$ cat src/hdl/dxt_endpoint_range_histogram_assert.svh
// Assertion macros for the endpoint range histogram
`ifndef DXT_ENDPOINT_RANGE_HISTOGRAM_ASSERT_SVH
`define DXT_ENDPOINT_RANGE_HISTOGRAM_ASSERT_SVH
`ifndef SYNTHESIS
`define DERH_ASSERT_IMPLY(lbl, clk, rst_n, ante, cons) \
    lbl: assert property (@(posedge clk) disable iff (!(rst_n)) (ante) |-> (cons)) \
        else $error("implication check failed");
`define DERH_ASSERT_NEVER(lbl, clk, rst_n, cond) \
    lbl: assert property (@(posedge clk) disable iff (!(rst_n)) !(cond)) \
        else $error("forbidden condition seen");
`else
`define DERH_ASSERT_IMPLY(lbl, clk, rst_n, ante, cons)
`define DERH_ASSERT_NEVER(lbl, clk, rst_n, cond)
`endif
`endif

$ cat src/hdl/derh_pkg.sv
// Shared types and constants of the endpoint range histogram
package derh_pkg;

    localparam int COUNT_BITS_DEF  = 24;
    localparam int OUT_COUNT_BITS  = 24;
    localparam int PACKED_BITS     = 16;
    localparam int RED_BITS        = 5;
    localparam int GREEN_BITS      = 6;
    localparam int BLUE_BITS       = 5;
    localparam int BIN_IDX_BITS    = 6;
    localparam int RED_BINS        = 32;
    localparam int BLUE_BINS       = 32;
    localparam int KIND_BITS       = 2;
    localparam int CHAN_BITS       = 2;
    localparam int CFG_IDX_BITS    = 2;
    localparam int CFG_DATA_BITS   = 1;
    localparam int CMD_QUEUE_DEPTH = 4;
    localparam int OUT_QUEUE_DEPTH = 4;

    localparam logic [KIND_BITS-1:0] KIND_ACC     = 2'd0;
    localparam logic [KIND_BITS-1:0] KIND_READ    = 2'd1;
    localparam logic [KIND_BITS-1:0] KIND_RESTART = 2'd2;

    localparam logic [CHAN_BITS-1:0] CH_RED   = 2'd0;
    localparam logic [CHAN_BITS-1:0] CH_GREEN = 2'd1;
    localparam logic [CHAN_BITS-1:0] CH_BLUE  = 2'd2;

    localparam logic [CFG_IDX_BITS-1:0] REG_RED_EN   = 2'd0;
    localparam logic [CFG_IDX_BITS-1:0] REG_GREEN_EN = 2'd1;
    localparam logic [CFG_IDX_BITS-1:0] REG_BLUE_EN  = 2'd2;

    localparam logic [RED_BITS-1:0]   RED_LOW_RST    = '1;
    localparam logic [GREEN_BITS-1:0] GREEN_LOW_RST  = '1;
    localparam logic [BLUE_BITS-1:0]  BLUE_LOW_RST   = '1;
    localparam logic [RED_BITS-1:0]   RED_HIGH_RST   = '0;
    localparam logic [GREEN_BITS-1:0] GREEN_HIGH_RST = '0;
    localparam logic [BLUE_BITS-1:0]  BLUE_HIGH_RST  = '0;

    typedef struct packed {
        logic                    acc;
        logic                    restart;
        logic                    rd_red;
        logic                    rd_green;
        logic                    rd_blue;
        logic [RED_BITS-1:0]     red0;
        logic [GREEN_BITS-1:0]   green0;
        logic [BLUE_BITS-1:0]    blue0;
        logic [RED_BITS-1:0]     red1;
        logic [GREEN_BITS-1:0]   green1;
        logic [BLUE_BITS-1:0]    blue1;
        logic [BIN_IDX_BITS-1:0] bin;
    } t_cmd;

    typedef struct packed {
        logic red;
        logic green;
        logic blue;
    } t_hist_en;

    typedef struct packed {
        logic [PACKED_BITS-1:0]    min_packed;
        logic [PACKED_BITS-1:0]    max_packed;
        logic [OUT_COUNT_BITS-1:0] bin_count;
    } t_result;

    typedef struct packed {
        logic issue;
        logic s2_vld;
        logic out_full;
    } t_back_status;

endpackage

$ cat src/hdl/derh_fifo.sv
// Small register FIFO used as command queue and result queue
module derh_fifo #(
    parameter int WIDTH = $bits(derh_pkg::t_cmd),
    parameter int DEPTH = derh_pkg::CMD_QUEUE_DEPTH
) (
    input  logic             i_clk,
    input  logic             i_rst_n,
    input  logic             i_push,
    input  logic [WIDTH-1:0] i_data,
    input  logic             i_pop,
    output logic [WIDTH-1:0] o_data,
    output logic             o_empty,
    output logic             o_full,
    output logic [$clog2(DEPTH+1)-1:0] o_count
);

    localparam int PTR_BITS = $clog2(DEPTH);
    localparam int CNT_BITS = $clog2(DEPTH + 1);

    logic [WIDTH-1:0]    r_mem [DEPTH];
    logic [PTR_BITS-1:0] r_wr_ptr;
    logic [PTR_BITS-1:0] r_rd_ptr;
    logic [CNT_BITS-1:0] r_count;
    logic [CNT_BITS-1:0] n_count;

    always_comb begin
        n_count = r_count;
        if (i_push && !i_pop) begin
            n_count = r_count + CNT_BITS'(1);
        end else if (i_pop && !i_push) begin
            n_count = r_count - CNT_BITS'(1);
        end
    end

    always_ff @(posedge i_clk) begin
        if (!i_rst_n) begin
            r_wr_ptr <= '0;
            r_rd_ptr <= '0;
            r_count  <= '0;
        end else begin
            if (i_push) begin
                r_wr_ptr <= r_wr_ptr + PTR_BITS'(1);
            end
            if (i_pop) begin
                r_rd_ptr <= r_rd_ptr + PTR_BITS'(1);
            end
            r_count <= n_count;
        end
    end

    always_ff @(posedge i_clk) begin
        if (i_push) begin
            r_mem[r_wr_ptr] <= i_data;
        end
    end

    assign o_data  = r_mem[r_rd_ptr];
    assign o_empty = (r_count == '0);
    assign o_full  = (r_count == CNT_BITS'(DEPTH));
    assign o_count = r_count;

endmodule

$ cat config.mk
export PLATFORM = sky130hd
export DESIGN_NAME = derh_fifo
export DESIGN_NICKNAME = d
export VERILOG_FILES = /design/src/hdl/dxt_endpoint_range_histogram_assert.svh /design/src/hdl/derh_pkg.sv /design/src/hdl/derh_fifo.sv
export SDC_FILE = /design/constraint.sdc
export NUM_CORES = 1
export LEC_CHECK = 0
export BUFFER_PORTS_ARGS = -buffer_cell sky130_fd_sc_hd__buf_4
export CAP_MARGIN = 10
export CORE_ASPECT_RATIO = 1.75
export CORE_MARGIN = 10
export CORE_UTILIZATION = 51
export DETAILED_ROUTE_END_ITERATION = 6
export PLACE_DENSITY_LB_ADDON = 0.15
export SLEW_MARGIN = 20
export SYNTH_ARGS = -nofsm -noshare
export SYNTH_HDL_FRONTEND = slang
export SYNTH_SLANG_ARGS = --single-unit
$ cat constraint.sdc
create_clock -name i_clk -period 2 [get_ports i_clk]
set_clock_uncertainty 0.1 [all_clocks]
set_input_delay 0.1 -clock i_clk [delete_from_list [all_inputs] [get_ports i_clk]]
set_output_delay 0.1 -clock i_clk [all_outputs]
set_load 0.02 [all_outputs]
==> metrics <==
status=finished clean; Pre-Repair DR Iteration Count=4; CP top delay family=multiplexers; Worst path max stage delay=0.50 ns; die span in y=172 um; Slew @ Worst Pin=0.382 ns; layout cell share with drive strength beyond 1=41.6%; Synth cell types=22; die width=107 um; critical path, cell by cell=bufbuf_16, mux4_2, buf_4; Ports=95; total CTS buffers=17; first-pass GRT wire length=19,700 um; startpoint class of the critical path=flop; WL final=12,500 um; Synth Register Bits=181; deepest clock path buffer count=2; Worst Path Max Fanout=10; Place WS=0.264 ns; Crit-path slowest cell=mux4_2; worst rel slew slack=74.6%; Finished Core Util=68.3%; Hold/Removal Path Class=in2reg; CTS H-Tree Depth=4; area added between synthesis and finish=31.8%; ANT cells=0; via/cell ratio=5.19; maximum VDD drop=0.694 mV; R2R Setup Slk=0.34 ns; drt first-iter violations=131; worst-skew pair later-pin latency=0.41 ns; Warnings, synthesis=0; GRT Total Usage=14.4%; MaxCap Viol Count=0; worst flop-to-flop path startpoint=o_count[0]; antenna violations before repair=0; cell area after synthesis=6710 um^2; switching pwr=2.02 mW; vias in the first global route=3,661; WS Path Type=reg2out; commonest non-fill, non-tap cell in the layout=edfxtp_1; clock sinks=181; TritonCTS clock tree=built; clock root buffer=clkbuf_16; Final Hold Fails=0; cell internal pwr=7.08 mW; Power Dens Cells=1030 nW/um^2; detailed-route via count=3,198; mean area per synthesized cell=25.0 um^2; initial core utilization=51.8%; Crit path required time=1.80 ns; clk slew on worst S/H paths=0.07 ns; largest net degree at the start of global routing=25; leakage power=3.09 nW; max frequency=0.502 GHz; Setup violations, final=0; Final WS setup=0.00883 ns; cell row count=55; crit end category=output port; PnR Total Power=9.09 mW; Mapped Nets=321; core area=12,900 um^2; clock share of power=38.0%; Slew Viols, Final=0; drt wl/cell=20.2 um; Arrival @ worst endpoint=1.79 ns; most frequent cells in the layout=edfxtp_1, buf_4, dlygate4sd3_1; HP Start=i_data[26]; RSZ-0062 raised after global routing=yes; Final ANT Viol Nets=0; gr ovfl total=0; fin crit share=99.6%; IO Port Bufs=94; Post-DP HPWL=7470 um; fin crit period=1.99 ns; switch share=22.2%; post-synthesis sequential area ratio=79.7%; Nets=485; Synth Instances=268; Buf/Inv on CP=2; gpl congestion=0.676; # DRC=0; Combinational Power Share=13.5%; register share of total power=48.5%; die area=18,300 um^2
-- layer usage --
| metal | share of wire [%] | GRT usage (%) | wire (um) |
|---|---|---|---|
| met1 | 39 | 15.8 | 4800 |
| met4 | 0.85 | 5.56 | 106 |
| met2 | 56 | 25.3 | 6940 |
| met3 | 4.8 | 4.27 | 603 |
| met5 | 0 | 0 | 0 |
-- cell type report --
type                    instances  area [um^2]
clock buffers                  18          429
clock inverters                14          195
fillers                       876         4100
inverters                       4         15.0
multi-input cells              73         1230
flip-flops and latches        181         5350
well taps                     171          214
repair buffers                155         1410
-- power by group through the flow --
stage	clock (mW)	combinational [mW]	sequential (mW)
6_report	3.46	1.23	4.41
5_1_grt	3.69	1.32	4.42
4_1_cts	3.52	1.21	4.41
3_5_place_dp	0	1.10	4.49
3_3_place_gp	0	1.09	4.48
2_1_floorplan	0	0.642	4.48
-- synthesized netlist by cell type --
cell type | count | area [um^2]
mux4_2 | 40 | 901
clkbuf_1 | 1 | 3.75
nor2b_1 | 2 | 12.5
mux4_1 | 3 | 78.8
nor3b_1 | 1 | 7.51
o21ai_0 | 1 | 5.00
buf_6 | 1 | 11.3
ha_1 | 5 | 62.6
fa_1 | 1 | 20.0
nand2_1 | 1 | 3.75
xor2_1 | 3 | 26.3
a21boi_0 | 1 | 7.51
buf_2 | 4 | 20.0
dfxtp_1 | 9 | 180
inv_1 | 4 | 15.0
xnor2_1 | 2 | 17.5
and2_1 | 9 | 56.3
edfxtp_1 | 172 | 5160
mux2i_1 | 2 | 20.0
or3_1 | 1 | 6.26
nor3_1 | 1 | 5.00
buf_12 | 4 | 80.1
-- timing repair --
| item | in CTS | in global routing |
|---|---|---|
| pin swaps | 0 | 0 |
| setup endpoints to repair | 16 | 32 |
| hold buffers | 47 | 0 |
| setup buffers | 1 | 0 |
| cloned | 1 | 0 |
| gates resized for setup | 3 | 19 |
| hold endpoints to repair | 181 | 0 |
-- path summary, 6_finish.rpt --
check | cells past startpoint | end
worst max-delay path | 3 | o_data[14]
worst min-delay path | 2 | r_mem[3][26]
worst max register to register | 4 | o_count[2]
worst min register to register | 2 | o_count[2]
-- kinds of logic after synthesis --
group | after synthesis | share of synthesized area, %
flip-flops | 181 | 79.7
multiplexers | 45 | 14.9
AND/OR/NAND/NOR | 15 | 1.36
buffers and inverters | 14 | 1.94
adder cells (fa/ha/maj) | 6 | 1.23
XOR/XNOR | 5 | 0.653
AO/OA/AOI/OAI | 2 | 0.187
-- flip-flops by register name, indices dropped and copies added (netlist names), named ones only --
name      count
r_rd_ptr      2
o_count       3
r_wr_ptr      2
r_mem       172
-- metrics by stage --
stage | TNS (ns) | instances | hold WS, ns | area (um^2)
3_5_place_dp | 0 | 535 | 0.203 | 7630
2_1_floorplan | 0 | 268 | 0.0989 | 6710
6_report | 0 | 616 | 0.327 | 8840
4_1_cts | -0.355 | 616 | 0.306 | 8780
3_3_place_gp | 0 | 535 | 0.199 | 7630
5_1_grt | -0.923 | 616 | 0.309 | 8840
No activity file was read; power rests on OpenSTA's default activity.
