**src/hdl/dxt_endpoint_range_histogram_assert.svh**
```systemverilog
// Assertion macros for the endpoint range histogram
`ifndef DXT_ENDPOINT_RANGE_HISTOGRAM_ASSERT_SVH
`define DXT_ENDPOINT_RANGE_HISTOGRAM_ASSERT_SVH
`ifndef SYNTHESIS
`define DERH_ASSERT_IMPLY(lbl, clk, rst_n, ante, cons) \
    lbl: assert property (@(posedge clk) disable iff (!(rst_n)) (ante) |-> (cons)) \
        else $error("implication check failed");
`define DERH_ASSERT_NEVER(lbl, clk, rst_n, cond) \
    lbl: assert property (@(posedge clk) disable iff (!(rst_n)) !(cond)) \
        else $error("forbidden condition seen");
`else
`define DERH_ASSERT_IMPLY(lbl, clk, rst_n, ante, cons)
`define DERH_ASSERT_NEVER(lbl, clk, rst_n, cond)
`endif
`endif

```
**src/hdl/derh_pkg.sv**
```systemverilog
// Shared types and constants of the endpoint range histogram
package derh_pkg;

    localparam int COUNT_BITS_DEF  = 24;
    localparam int OUT_COUNT_BITS  = 24;
    localparam int PACKED_BITS     = 16;
    localparam int RED_BITS        = 5;
    localparam int GREEN_BITS      = 6;
    localparam int BLUE_BITS       = 5;
    localparam int BIN_IDX_BITS    = 6;
    localparam int RED_BINS        = 32;
    localparam int BLUE_BINS       = 32;
    localparam int KIND_BITS       = 2;
    localparam int CHAN_BITS       = 2;
    localparam int CFG_IDX_BITS    = 2;
    localparam int CFG_DATA_BITS   = 1;
    localparam int CMD_QUEUE_DEPTH = 4;
    localparam int OUT_QUEUE_DEPTH = 4;

    localparam logic [KIND_BITS-1:0] KIND_ACC     = 2'd0;
    localparam logic [KIND_BITS-1:0] KIND_READ    = 2'd1;
    localparam logic [KIND_BITS-1:0] KIND_RESTART = 2'd2;

    localparam logic [CHAN_BITS-1:0] CH_RED   = 2'd0;
    localparam logic [CHAN_BITS-1:0] CH_GREEN = 2'd1;
    localparam logic [CHAN_BITS-1:0] CH_BLUE  = 2'd2;

    localparam logic [CFG_IDX_BITS-1:0] REG_RED_EN   = 2'd0;
    localparam logic [CFG_IDX_BITS-1:0] REG_GREEN_EN = 2'd1;
    localparam logic [CFG_IDX_BITS-1:0] REG_BLUE_EN  = 2'd2;

    localparam logic [RED_BITS-1:0]   RED_LOW_RST    = '1;
    localparam logic [GREEN_BITS-1:0] GREEN_LOW_RST  = '1;
    localparam logic [BLUE_BITS-1:0]  BLUE_LOW_RST   = '1;
    localparam logic [RED_BITS-1:0]   RED_HIGH_RST   = '0;
    localparam logic [GREEN_BITS-1:0] GREEN_HIGH_RST = '0;
    localparam logic [BLUE_BITS-1:0]  BLUE_HIGH_RST  = '0;

    typedef struct packed {
        logic                    acc;
        logic                    restart;
        logic                    rd_red;
        logic                    rd_green;
        logic                    rd_blue;
        logic [RED_BITS-1:0]     red0;
        logic [GREEN_BITS-1:0]   green0;
        logic [BLUE_BITS-1:0]    blue0;
        logic [RED_BITS-1:0]     red1;
        logic [GREEN_BITS-1:0]   green1;
        logic [BLUE_BITS-1:0]    blue1;
        logic [BIN_IDX_BITS-1:0] bin;
    } t_cmd;

    typedef struct packed {
        logic red;
        logic green;
        logic blue;
    } t_hist_en;

    typedef struct packed {
        logic [PACKED_BITS-1:0]    min_packed;
        logic [PACKED_BITS-1:0]    max_packed;
        logic [OUT_COUNT_BITS-1:0] bin_count;
    } t_result;

    typedef struct packed {
        logic issue;
        logic s2_vld;
        logic out_full;
    } t_back_status;

endpackage

```
**src/hdl/derh_front.sv**
```systemverilog
// Front stage: accept input items and decode them into commands
module derh_front (
    input  logic                                i_clk,
    input  logic                                i_rst_n,
    input  logic                                i_valid,
    output logic                                o_stall,
    input  logic [derh_pkg::KIND_BITS-1:0]      i_kind,
    input  logic [derh_pkg::RED_BITS-1:0]       i_red0,
    input  logic [derh_pkg::GREEN_BITS-1:0]     i_green0,
    input  logic [derh_pkg::BLUE_BITS-1:0]      i_blue0,
    input  logic [derh_pkg::RED_BITS-1:0]       i_red1,
    input  logic [derh_pkg::GREEN_BITS-1:0]     i_green1,
    input  logic [derh_pkg::BLUE_BITS-1:0]      i_blue1,
    input  logic [derh_pkg::CHAN_BITS-1:0]      i_channel,
    input  logic [derh_pkg::BIN_IDX_BITS-1:0]   i_bin,
    input  logic                                i_full,
    output logic                                o_push,
    output derh_pkg::t_cmd                      o_cmd
);

    logic           r_vld;
    derh_pkg::t_cmd r_cmd;
    derh_pkg::t_cmd n_cmd;
    logic           rd;
    logic           accept;

    always_comb begin
        rd             = (i_kind == derh_pkg::KIND_READ);
        n_cmd.acc      = (i_kind == derh_pkg::KIND_ACC);
        n_cmd.restart  = (i_kind == derh_pkg::KIND_RESTART);
        n_cmd.rd_red   = rd && (i_channel == derh_pkg::CH_RED)
                         && (i_bin < derh_pkg::BIN_IDX_BITS'(derh_pkg::RED_BINS));
        n_cmd.rd_green = rd && (i_channel == derh_pkg::CH_GREEN);
        n_cmd.rd_blue  = rd && (i_channel == derh_pkg::CH_BLUE)
                         && (i_bin < derh_pkg::BIN_IDX_BITS'(derh_pkg::BLUE_BINS));
        n_cmd.red0     = i_red0;
        n_cmd.green0   = i_green0;
        n_cmd.blue0    = i_blue0;
        n_cmd.red1     = i_red1;
        n_cmd.green1   = i_green1;
        n_cmd.blue1    = i_blue1;
        n_cmd.bin      = i_bin;
    end

    assign o_stall = r_vld && i_full;
    assign accept  = i_valid && !o_stall;
    assign o_push  = r_vld && !i_full;
    assign o_cmd   = r_cmd;

    always_ff @(posedge i_clk) begin
        if (!i_rst_n) begin
            r_vld <= 1'b0;
        end else if (!o_stall) begin
            r_vld <= i_valid;
        end
    end

    always_ff @(posedge i_clk) begin
        if (accept) begin
            r_cmd <= n_cmd;
        end
    end

endmodule

```
**config.mk**
```make
export PLATFORM = sky130hd
export DESIGN_NAME = derh_front
export DESIGN_NICKNAME = d
export VERILOG_FILES = /design/src/hdl/dxt_endpoint_range_histogram_assert.svh /design/src/hdl/derh_pkg.sv /design/src/hdl/derh_front.sv
export SDC_FILE = /design/constraint.sdc
export NUM_CORES = 1
export LEC_CHECK = 0
export BUFFER_PORTS_ARGS = -buffer_cell sky130_fd_sc_hd__buf_2
export CORE_ASPECT_RATIO = 0.5
export CORE_UTILIZATION = 30
export DETAILED_ROUTE_END_ITERATION = 10
export GPL_TIMING_DRIVEN = 1
export SLEW_MARGIN = 0
export SYNTH_ARGS = -nofsm -noshare
export SYNTH_HDL_FRONTEND = slang
export SYNTH_SLANG_ARGS = --single-unit
```
**constraint.sdc**
```tcl
create_clock -name i_clk -period 3.7 [get_ports i_clk]
set_clock_uncertainty 0.2 [all_clocks]
set_input_delay 0.555 -clock i_clk [delete_from_list [all_inputs] [get_ports i_clk]]
set_output_delay 0.555 -clock i_clk [all_outputs]
set_load 0.05 [all_outputs]
```
==> summary.md, run 1 <==
| Metric | Value |
|---|---|
| Seq cells post-synth | 44 |
| Via count of the first global-routing pass | 873 |
| Critical path fanouts, max | 27 |
| Source-to-sink clock delay at the later pin of the worst-skew pair | 0.29 ns |
| Number of port buffers | 90 |
| Total count of max-transition violations in the final report | 0 |
| Highest-count cells in the layout ignoring fill and taps | sky130_fd_sc_hd__buf_2 (90), sky130_fd_sc_hd__edfxtp_1 (43), sky130_fd_sc_hd__clkbuf_8 (6), sky130_fd_sc_hd__clkinv_2 (2) |
| Maximum frequency from static timing analysis | 491 MHz |
| Leakage | 0.000881 uW |
| Result of the run | complete, no violations |
| Post-synthesis instance total | 54 |
| Worst min-delay path category | in -> reg |
| Pin count of the biggest net entering global routing | 28 |
| Average detailed-routed wire length per instance | 13.1 microns |
| Post-route ant nets | 0 |
| Pre-antenna DRT Iters | 4 |
| Final net count | 198 |
| Avg Inst Size Synth | 26.2 sq um |
| Buf/Inv on CP | 2 |
| Initial Utilization | 31.6% |
| Critical Path AT | 1.82 ns |
| Most common cell after layout, fill and taps aside | sky130_fd_sc_hd__buf_2 |
| Kind of cell adding the most delay to the critical path | simple AND/OR/NAND/NOR gates |
| Worst slew pin tran | 0.715 ns |
| Root Buffer | sky130_fd_sc_hd__clkbuf_8 |
| Number of max-cap violations | 0 |
| Synthesis Warnings | 0 |
| Part of the Yosys area used for sequential elements | 92.8% |
| Number of hold violations in the final report | 0 |
| Ratio of cells with drive above 1 in the final layout | 68.6% |
| Pre-CTS worst setup slack | 1.34 ns |
| Setup violation total in the final timing report | 0 |
| Total setup buffers inserted after CTS | 0 |
| All-layer global routing usage | 11.7% |
| RSZ-0062 raised after global routing | no |
| Sum Neg Setup Slack | 0 ns |
| CTS tree | built |
| Slowest stage cell, crit path | sky130_fd_sc_hd__nor2b_4 |
| Deepest level of the CTS H-tree | 2 |
| Data required time at the worst endpoint | 3.48 ns |
| Total wire length | 2750 microns |
| Cell area after layout | 2040 sq um |
| DIE HEIGHT | 50.5 microns |
| Row Count | 17 |
| Area added between synthesis and finish | 44.6% |
| Post-route DRC violation count | 0 |
| Worst max-slew margin expressed relative to the limit | 52.2% |
| GPL Wtd Cong | 0.696 |
| Hold buffer count at cts | 0 |
| Post-synth design cell area | 1410 sq um |
| Maximum clock path buffer count | 2 |
| Number of design-rule violations left by the first detailed-router iteration | 13 |
| Reg2Reg Setup Slack | 1.74 ns |
| HPWL Detailed | 2170 microns |
| Wire length of the first global-routing pass | 4170 microns |
| Ports | 91 |
| Power per Cell Area | 518 nW/um^2 |
| Post-CTS sizing | 0 |
| Cells traversed along the worst timing path | buf_2 > and2_1 > nor2b_4 > buf_4 |
| Antenna violations before repair | 0 |
| Post-detailed-route via-to-cell ratio | 4.11 |
| Critical path type | in -> reg |
| Die Footprint | 5000 sq um |
| Post-synthesis net count | 100 |
| Highest cell delay on the worst timing path | 0.59 ns |
| Area post-placement | 1950 sq um |
| Kind of capture point of the worst setup path | flop |
| N_diodes | 0 |
| Number of library cell types mapped by synthesis | 11 |
| Element type at the critical path start | primary input |
| TritonCTS Buffers | 5 |
| Clock-pin slew on the worst setup and hold paths | 0.08 ns |
| Shortest clock period the worst path allows after layout | 2.03 ns |
| Core Footprint | 4470 sq um |
| Vias after detailed routing | 864 |
| Share of the core filled with cells | 45.7% |
| Global route total overflow | 0 |
| Width of the chip | 99.0 microns |
| CTS sink cnt | 44 |
| VDD IR-drop max | 0.155 mV |
| Post-route worst setup slack | 1.67 ns |
| Period utilization | 55.0% |
where the power goes:
group / internal [uW] / switching [uW] / leakage, uW
Clock: 149 / 149 / 0.0000510
Combinational: 40.4 / 132 / 0.000404
Sequential: 581 / 5.95 / 0.000426
Total: 770 / 287 / 0.000881
worst register-to-register path, cell delays in order (launching register included):
cell and delay, ns:
sky130_fd_sc_hd__dfxtp_1 0.31, sky130_fd_sc_hd__and2_1 0.18, sky130_fd_sc_hd__nor2b_4 0.59, sky130_fd_sc_hd__buf_4 0.38
state kept, by name, indices dropped and copies added, names as in the netlist:
register and count:
o_cmd 43, r_vld 1
Yosys cell counts:
library cell               count  area, sq um
sky130_fd_sc_hd__and2_1        1         6.26
sky130_fd_sc_hd__and2b_2       1         8.76
sky130_fd_sc_hd__dfxtp_1       1         20.0
sky130_fd_sc_hd__edfxtp_1     43         1290
sky130_fd_sc_hd__nand2b_4      1         13.8
sky130_fd_sc_hd__nor2_1        1         3.75
sky130_fd_sc_hd__nor2b_1       2         12.5
sky130_fd_sc_hd__nor3b_2       1         12.5
sky130_fd_sc_hd__nor4_2        1         12.5
sky130_fd_sc_hd__nor4b_4       1         23.8
sky130_fd_sc_hd__o21a_1        1         7.51
area by class of cell:
cell class | instances | area [sq um]
clock inverters | 2 | 10.0
repair buffers | 91 | 458
multi-input cells | 10 | 109
flip-flops and latches | 44 | 1310
fillers | 389 | 2420
well taps | 57 | 71.3
clock buffers | 6 | 82.6
through the flow:
stage                     instances  hold slack [ns]  power (uW)
after CTS                       210            0.226        1070
after global routing            210            0.214        1100
final                           210            0.237        1060
after floorplan                  54            0.454         717
after global placement          202            0.434         770
after detailed placement        202            0.466         773
path summary, 6_finish.rpt:
path	startpoint	end	depth (start not counted)
worst min-delay path	i_bin[2]	o_cmd[2]$_DFFE_PP_	1
worst max-delay path	i_full	o_cmd[40]$_DFFE_PP_	4
worst min register to register	r_vld$_SDFFE_PN0N_	r_vld$_SDFFE_PN0N_	2
worst max register to register	r_vld$_SDFFE_PN0N_	o_cmd[40]$_DFFE_PP_	3
layer usage:
| metal | global-route usage, % | routed length [microns] |
|---|---|---|
| met4 | 9.70 | 99 |
| met2 | 21.0 | 1580 |
| met5 | 0 | 0 |
| met3 | 3.20 | 108 |
| met1 | 11.6 | 966 |
kinds of logic after synthesis:
family | share of synthesized area [%]
compound gates | 0.532
flops | 92.8
simple gates | 6.64
No activity file was read; power rests on OpenSTA's default activity.
==> run 2, diff against run 1 <==
--- a/config.mk
+++ b/config.mk
@@ -5,6 +5,7 @@
 export SDC_FILE = /design/constraint.sdc
 export NUM_CORES = 1
 export LEC_CHECK = 0
+export ABC_AREA = 1
 export BUFFER_PORTS_ARGS = -buffer_cell sky130_fd_sc_hd__buf_2
 export CORE_ASPECT_RATIO = 0.5
 export CORE_UTILIZATION = 30
==> constraint.sdc (replaced) <==
create_clock -name i_clk -period 2 [get_ports i_clk]
set_clock_uncertainty 0.2 [all_clocks]
set_input_delay 0.3 -clock i_clk [delete_from_list [all_inputs] [get_ports i_clk]]
set_output_delay 0.3 -clock i_clk [all_outputs]
set_load 0.05 [all_outputs]
==> run 2 against run 1 <==
Net effect: the run now ends with DRC left; worst hold slack got worse by 0.21 ns; first-iteration DRC count rose by 150%; design area up 17%; via count grew 21%; flip-flop and latch count unchanged; sequential share of layout area shrank 9.3 points; sequential power grew 86%.
==> summary.md, run 2 <==
| Metric | Value |
|---|---|
| Result of the run | finished with violations (was complete, no violations) |
| Failing checks | DRC |
| Final net count | 244 (was 198) |
| Critical Path AT | 1.08 ns (was 1.82 ns) |
| Synth top cells by count | sky130_fd_sc_hd__edfxtp_1 (43), sky130_fd_sc_hd__nor2_1 (7), sky130_fd_sc_hd__inv_1 (6) (was sky130_fd_sc_hd__edfxtp_1 (43), sky130_fd_sc_hd__nor2b_1 (2)) |
| Main flop type after synthesis | sky130_fd_sc_hd__edfxtp_1 (unchanged) |
| HPWL Detailed | 2090 microns (was 2170 microns) |
| Maximum clock path buffer count | 2 (unchanged) |
| Kind of capture point of the worst setup path | output pin (was flop) |
| Ports | 91 (unchanged) |
| Sum Neg Setup Slack | 0 ns (unchanged) |
| Count of cells along the worst register-to-register path | 4 (was 3) |
| Row Count | 17 (unchanged) |
| Total setup buffers inserted after CTS | 0 (unchanged) |
| GR Util met1 | 12.7% (was 11.6%) |
| Number of hold violations in the final report | 0 (unchanged) |
| TritonCTS Buffers | 5 (unchanged) |
| Average detailed-routed wire length per instance | 12.8 microns (was 13.1 microns) |
| Highest-count cells in the layout ignoring fill and taps | sky130_fd_sc_hd__buf_2 (90), sky130_fd_sc_hd__edfxtp_1 (43), sky130_fd_sc_hd__dlygate4sd3_1 (37), sky130_fd_sc_hd__inv_1 (6), sky130_fd_sc_hd__nor2_1 (6) (was sky130_fd_sc_hd__buf_2 (90), sky130_fd_sc_hd__edfxtp_1 (43), sky130_fd_sc_hd__clkbuf_8 (6), sky130_fd_sc_hd__clkinv_2 (2)) |
| Leakage | 0.00104 uW (was 0.000881 uW) |
| Avg Inst Size Synth | 22.1 sq um (was 26.2 sq um) |
| Synth Area in XOR/XNOR | 0% (unchanged) |
| Number of fill cells | 365 (was 389) |
| DIE HEIGHT | 50.2 microns (was 50.5 microns) |
| Basic-gate share of the synthesized area counting and, or, nand and nor cells | 3.60% (was 6.64%) |
| Post-synth design cell area | 1390 sq um (was 1410 sq um) |
| Vias after detailed routing | 1,047 (was 864) |
| N_diodes | 0 (unchanged) |
| Post-detailed-route via-to-cell ratio | 4.11 (about the same) |
| Via count of the first global-routing pass | 1,076 (was 873) |
| Clock-pin slew on the worst setup and hold paths | 0.07 ns (was 0.08 ns) |
| Area post-placement | 1940 sq um (was 1950 sq um) |
| Logic depth of the worst path, buffers included | 3 (was 4) |
| Global route total overflow | 0 (unchanged) |
| Cell area after layout | 2390 sq um (was 2040 sq um) |
| Shortest clock period the worst path allows after layout | 1.58 ns |
| Total count of max-transition violations in the final report | 0 (unchanged) |
| Fraction of registers with async set/reset | 0% (unchanged) |
| Max FFs per register | 43 (unchanged) |
| Number of port buffers | 90 (unchanged) |
| Worst min-delay path category | in -> reg (unchanged) |
| Main combinational cell family by area after synthesis | simple AND/OR/NAND/NOR gates (unchanged) |
| Power consumption | 1960 uW (was 1060 uW) |
| Worst Hold Path Cells | 1 (unchanged) |
| Area added between synthesis and finish | 71.6% (was 44.6%) |
| All-layer global routing usage | 13.3% (was 11.7%) |
| Deepest level of the CTS H-tree | 2 (unchanged) |
| Element type at the critical path start | flop (was primary input) |
| Worst slew pin tran | 0.269 ns (was 0.715 ns) |
| Worst hold margin | 0.0259 ns (was 0.237 ns) |
| Pin count of the biggest net entering global routing | 44 (was 28) |
| GPL Wtd Cong | 0.671 (was 0.696) |
| Multiplexer area fraction after synthesis | 0% (unchanged) |
| Critical path type | reg -> out (was in -> reg) |
| Maximum frequency from static timing analysis | 635 MHz |
| Core Footprint | 4420 sq um (was 4470 sq um) |
| Most instantiated library cell after synthesis | sky130_fd_sc_hd__edfxtp_1 (unchanged) |
| Number of library cell types mapped by synthesis | 8 (was 11) |
| Ratio of cells with drive above 1 in the final layout | 49.0% (was 68.6%) |
| Width of the chip | 98.3 microns (was 99.0 microns) |
| Worst max-slew margin expressed relative to the limit | 82.2% (was 52.2%) |
| Power per Cell Area | 819 nW/um^2 (was 518 nW/um^2) |
| Initial Utilization | 31.4% (was 31.6%) |
| Source-to-sink clock delay at the later pin of the worst-skew pair | 0.28 ns (was 0.29 ns) |
| Synth area leaders | sky130_fd_sc_hd__edfxtp_1 (93%), sky130_fd_sc_hd__nor2_1 (1.9%), sky130_fd_sc_hd__inv_1 (1.6%), sky130_fd_sc_hd__dfxtp_1 (1.4%), sky130_fd_sc_hd__nand3_1 (0.72%) (was sky130_fd_sc_hd__edfxtp_1 (91%), sky130_fd_sc_hd__nor4b_4 (1.7%), sky130_fd_sc_hd__dfxtp_1 (1.4%), sky130_fd_sc_hd__nand2b_4 (0.97%), sky130_fd_sc_hd__nor2b_1 (0.89%)) |
| Busiest metal layer after global routing | met2 (unchanged) |
| Pre-antenna DRT Iters | 7 (was 4) |
| Compound-cell area share of the yosys netlist | 0.540% (was 0.531%) |
| CTS tree | built (unchanged) |
| Global Route met2 Usage | 25.7% (was 21.0%) |
| Most common cell after layout, fill and taps aside | sky130_fd_sc_hd__buf_2 (unchanged) |
| VDD IR-drop max | 0.305 mV (was 0.155 mV) |
| Root Buffer | sky130_fd_sc_hd__clkbuf_8 (unchanged) |
| Data required time at the worst endpoint | 1.50 ns (was 3.48 ns) |
| CTS sink cnt | 44 (unchanged) |
| GRT met3 Usage | 3.62% (was 3.20%) |
| Period utilization | 78.8% |
| Post-route ant nets | 0 (unchanged) |
| Total wire length | 3280 microns (was 2750 microns) |
| Antenna violations before repair | 0 (unchanged) |
| Share of the core filled with cells | 54.0% (was 45.7%) |
| Adder-Cell Fraction of Synth Area | 0% (unchanged) |
| Die Footprint | 4930 sq um (was 5000 sq um) |
| Part of the Yosys area used for sequential elements | 94.2% (was 92.8%) |
| Kind of cell adding the most delay to the critical path | buffers and inverters (was simple AND/OR/NAND/NOR gates) |
| Cells traversed along the worst timing path | nand2_1 > inv_1 > buf_2 (was buf_2 > and2_1 > nor2b_4 > buf_4) |
| RSZ-0062 raised after global routing | no (unchanged) |
| Seq cells post-synth | 44 (unchanged) |
| Slowest stage cell, crit path | sky130_fd_sc_hd__dfxtp_1 (was sky130_fd_sc_hd__nor2b_4) |
| Number of max-cap violations | 0 (unchanged) |
| Critical path fanouts, max | 2 (was 27) |
| Highest cell delay on the worst timing path | 0.33 ns (was 0.59 ns) |
| Yosys top cell by area | sky130_fd_sc_hd__edfxtp_1 (unchanged) |
| Synth top area share | 92.8% (was 91.4%) |
| Buf/Inv on CP | 2 (unchanged) |
| Setup violation total in the final timing report | 0 (unchanged) |
| Number of design-rule violations left by the first detailed-router iteration | 32 (was 13) |
| Post-route DRC violation count | 3 (was 0) |
| Post-synthesis instance total | 63 (was 54) |
| Wire length of the first global-routing pass | 4800 microns (was 4170 microns) |
| Post-synth EDFFs | 43 (unchanged) |
| Post-synthesis net count | 109 (was 100) |
| Synthesis Warnings | 0 (unchanged) |
[run 2: cell types whose count changed in the layout (fill, tap and decap cells not counted), sizes merged, moves of 2 or more]
cell	previous run	this run
dlygate4sd3	0	37
inv	0	6
nor2	1	7
nand2	0	2
nand3	0	2
nor2b	2	0
[run 2: final timing paths]
| kind | to | from | slack, ns |
|---|---|---|---|
| worst min register to register | r_vld$_SDFFE_PN0N_ | r_vld$_SDFFE_PN0N_ | 0.30 |
| worst max register to register | o_cmd[25]$_DFFE_PP_ | r_vld$_SDFFE_PN0N_ | 0.67 |
| worst max-delay path | o_stall | r_vld$_SDFFE_PN0N_ | 0.42 |
| worst min-delay path | o_cmd[5]$_DFFE_PP_ | i_bin[5] | 0.03 |
[run 2: cells by family (layout without fill, tap and decap cells)]
family | after synthesis | count (layout)
buffers and inverters | 6 | 141
flip-flops | 44 | 44
AO/OA/AOI/OAI | 1 | 1
AND/OR/NAND/NOR | 12 | 12
[run 2: final cells by class]
class	instances	area, sq um	area share, %
clock buffers	5	68.8	2.88
clock inverters	2	7.51	0.314
inverters	6	22.5	0.943
multi-input cells	13	65.1	2.73
flip-flops and latches	44	1310	54.9
well taps	57	71.3	2.99
repair buffers	128	841	35.2
[run 2: worst reg2reg max path: stages (launching register included)]
cell and delay (ns):
sky130_fd_sc_hd__dfxtp_1 0.31, sky130_fd_sc_hd__nand2_1 0.07, sky130_fd_sc_hd__inv_1 0.07, sky130_fd_sc_hd__nor2_4 0.11, sky130_fd_sc_hd__buf_12 0.24
[run 2: per-layer routing]
metal	wire length (microns)	part of all wire, %	up-vias
met5	0	0	-
met4	101	3.1	0
li1	-	-	499
met1	1060	32	503
met2	1960	60	33
met3	158	4.8	12
[run 2: timing repair]
action	CTS	global route
hold buffers	36	1
resized for setup	0	0
endpoints found under the hold margin	36	1
[run 2: where the power goes]
group	leakage [uW]	internal (uW)	switching (uW)
Sequential	0.000426	1070	12.0
Clock	0.0000391	230	260
Combinational	0.000578	121	258
Total	0.00104	1430	530
[run 2: metrics by stage]
step,cells,worst slack [ns]
3_3_place_gp,211,0.594
5_1_grt,255,0.344
4_1_cts,254,0.417
3_5_place_dp,211,0.565
2_1_floorplan,63,0.0876
6_report,255,0.425
==> run 3, diff against run 2 <==
--- a/config.mk
+++ b/config.mk
@@ -5,7 +5,7 @@
 export SDC_FILE = /design/constraint.sdc
 export NUM_CORES = 1
 export LEC_CHECK = 0
-export ABC_AREA = 1
+export ABC_AREA = 0
 export BUFFER_PORTS_ARGS = -buffer_cell sky130_fd_sc_hd__buf_2
 export CORE_ASPECT_RATIO = 0.5
 export CORE_UTILIZATION = 30
==> constraint.sdc (replaced) <==
create_clock -name i_clk -period 1.6 [get_ports i_clk]
set_clock_uncertainty 0.2 [all_clocks]
set_input_delay 0.24 -clock i_clk [delete_from_list [all_inputs] [get_ports i_clk]]
set_output_delay 0.24 -clock i_clk [all_outputs]
set_load 0.05 [all_outputs]
==> run 3 against run 2 <==
Net effect: the run now ends clean; sequential share of layout area decreased by 1.7 points; combinational power increased by 31%; setup slack worse by 0.38 ns; critical path depth grew 1; first-iteration DRC count up 28%; worst hold slack improved by 0.019 ns.
==> summary.md, run 3 (synthesized netlist as in run 1, its figures left out) <==
| Metric | Value |
|---|---|
| Maximum clock path buffer count | 2 (unchanged) |
| Placed cell count | 203 (was 211) |
| Share of total power in combinational logic | 20.0% (was 19.4%) |
| Area added between synthesis and finish | 74.3% (was 71.6%) |
| Reg2Reg Setup Slack | 0.14 ns (was 0.67 ns) |
| Post-route ant nets | 0 (unchanged) |
| Via count of the first global-routing pass | 1,049 (was 1,076) |
| GPL Wtd Cong | 0.652 (was 0.671) |
| Average detailed-routed wire length per instance | 13.3 microns (was 12.8 microns) |
| Core Footprint | 4470 sq um (was 4420 sq um) |
| Row Count | 17 (unchanged) |
| Result of the run | complete, no violations (was finished with violations) |
| Critical path type | in -> reg (was reg -> out) |
| CTS sink cnt | 44 (unchanged) |
| Maximum frequency from static timing analysis | 643 MHz |
| Sequential fraction of design power | 54.6% (was 55.6%) |
| Worst slew pin tran | 0.267 ns (was 0.269 ns) |
| Pin count of the biggest net entering global routing | 23 (was 44) |
| Worst max-slew margin expressed relative to the limit | 82.3% (was 82.2%) |
| Die Footprint | 5000 sq um (was 4930 sq um) |
| Area post-placement | 1980 sq um (was 1940 sq um) |
| Global route total overflow | 0 (unchanged) |
| Wire length of the first global-routing pass | 5090 microns (was 4800 microns) |
| Width of the chip | 99.0 microns (was 98.3 microns) |
| Number of fill cells | 351 (was 365) |
| N_diodes | 0 (unchanged) |
| Post-route worst setup slack | 0.0444 ns (was 0.425 ns) |
| Critical path fanouts, max | 1 (was 2) |
| Worst min-delay path category | in -> reg (unchanged) |
| Source-to-sink clock delay at the later pin of the worst-skew pair | 0.28 ns (about the same) |
| Number of design-rule violations left by the first detailed-router iteration | 41 (was 32) |
| Hold buffer count at cts | 40 (was 36) |
| Post-route DRC violation count | 0 (was 3) |
| Switching share of total power | 27.2% (was 27.1%) |
| Element type at the critical path start | primary input (was flop) |
| RSZ-0062 raised after global routing | no (unchanged) |
| Root Buffer | sky130_fd_sc_hd__clkbuf_8 (unchanged) |
| Total setup buffers inserted after CTS | 0 (unchanged) |
| Worst hold margin | 0.0448 ns (was 0.0259 ns) |
| Number of max-cap violations | 0 (unchanged) |
| Critical Path AT | 1.53 ns (was 1.08 ns) |
| Highest-count cells in the layout ignoring fill and taps | sky130_fd_sc_hd__buf_2 (90), sky130_fd_sc_hd__edfxtp_1 (43), sky130_fd_sc_hd__dlygate4sd3_1 (40), sky130_fd_sc_hd__clkbuf_8 (5), sky130_fd_sc_hd__buf_12 (2) (was sky130_fd_sc_hd__buf_2 (90), sky130_fd_sc_hd__edfxtp_1 (43), sky130_fd_sc_hd__dlygate4sd3_1 (37), sky130_fd_sc_hd__inv_1 (6), sky130_fd_sc_hd__nor2_1 (6)) |
| Deepest level of the CTS H-tree | 2 (unchanged) |
| Cell area after layout | 2460 sq um (was 2390 sq um) |
| Internal portion of total power | 1810 uW (was 1430 uW) |
| Max FFs per register | 43 (unchanged) |
| Switching power | 675 uW (was 530 uW) |
| CTS tree | built (unchanged) |
| Pre-CTS worst setup slack | 0.222 ns (was 0.565 ns) |
| Ports | 91 (unchanged) |
| Setup violation total in the final timing report | 0 (unchanged) |
| Clock-pin slew on the worst setup and hold paths | 0.07 ns (about the same) |
| Number of hold violations in the final report | 0 (unchanged) |
| Shortest clock period the worst path allows after layout | 1.56 ns |
| Antenna violations before repair | 0 (unchanged) |
| Total wire length | 3320 microns (was 3280 microns) |
| Vias after detailed routing | 1,013 (was 1,047) |
| Clock power share | 25.4% (was 25.0%) |
| Post-detailed-route via-to-cell ratio | 4.05 (was 4.11) |
| Power per Cell Area | 1010 nW/um^2 (was 819 nW/um^2) |
| Data required time at the worst endpoint | 1.57 ns (was 1.50 ns) |
| Most common cell after layout, fill and taps aside | sky130_fd_sc_hd__buf_2 (unchanged) |
| Post-CTS sizing | 0 (unchanged) |
| Number of port buffers | 90 (unchanged) |
| Ratio of cells with drive above 1 in the final layout | 54.4% (was 49.0%) |
| Leakage | 0.00105 uW (was 0.00104 uW) |
| Final net count | 239 (was 244) |
| Total count of max-transition violations in the final report | 0 (unchanged) |
| Period utilization | 97.2% |
| VDD IR-drop max | 0.334 mV (was 0.305 mV) |
| Kind of capture point of the worst setup path | flop (was output pin) |
| Final Instance Count excl. Fillers | 250 (was 255) |
| Pre-antenna DRT Iters | 4 (was 7) |
| TritonCTS Buffers | 5 (unchanged) |
| Initial Utilization | 31.6% (was 31.4%) |
| All-layer global routing usage | 14.0% (was 13.3%) |
| DIE HEIGHT | 50.5 microns (was 50.2 microns) |
## run 3: changes by cell type in the layout (fill, tap and decap cells not counted), moves of 2 or more
cell / before / now
sky130_fd_sc_hd__nand3_1: 2 / 0
sky130_fd_sc_hd__clkinv_1: 2 / 0
sky130_fd_sc_hd__dlygate4sd3_1: 37 / 40
sky130_fd_sc_hd__nand2_1: 2 / 0
sky130_fd_sc_hd__inv_1: 6 / 0
sky130_fd_sc_hd__nor2_1: 6 / 1
## run 3: path summary, 6_finish.rpt
kind	depth (start not counted)	end	startpoint
max reg2reg	3	r_vld$_SDFFE_PN0N_	r_vld$_SDFFE_PN0N_
min reg2reg	3	o_cmd[39]$_DFFE_PP_	r_vld$_SDFFE_PN0N_
max	4	r_vld$_SDFFE_PN0N_	i_rst_n
min	2	o_cmd[42]$_DFFE_PP_	i_kind[1]
## run 3: cell type report
type                    instances  area, sq um  share of cell area (%)
well taps                      57         71.3                    2.90
clock inverters                 1         5.00                   0.203
repair buffers                132          891                    36.2
flip-flops and latches         44         1310                    53.3
clock buffers                   6         72.6                    2.95
multi-input cells              10          111                    4.52
## run 3: layer usage
metal  global-route usage (%)  share of wire, %  vias to the layer above
met1                     14.3                37                      494
met5                        0                 0                        -
li1                         -                 -                      489
met3                     4.74               3.5                        6
met4                     7.21               1.6                        0
met2                     26.2                58                       24
## run 3: critical path, cell delays in order
cell and delay (ns):
sky130_fd_sc_hd__dlygate4sd3_1 0.53, sky130_fd_sc_hd__buf_2 0.12, sky130_fd_sc_hd__o21a_1 0.09, sky130_fd_sc_hd__dlygate4sd3_1 0.54
## run 3: through the flow
stage                     power (uW)  utilization, %  setup TNS [ns]
after global routing            2580            55.1               0
after global placement          1790            44.4               0
after CTS                       2490            55.1               0
final                           2480            55.1               0
after detailed placement        1800            44.4               0
after floorplan                 1660               -           -7.28
## run 3: power groups by stage
stage | sequential, uW | clock (uW) | combinational (uW)
final | 1360 | 632 | 496
after floorplan | 1610 | 0 | 44.5
after CTS | 1360 | 643 | 494
after global routing | 1360 | 700 | 515
after detailed placement | 1380 | 0 | 417
after global placement | 1380 | 0 | 412
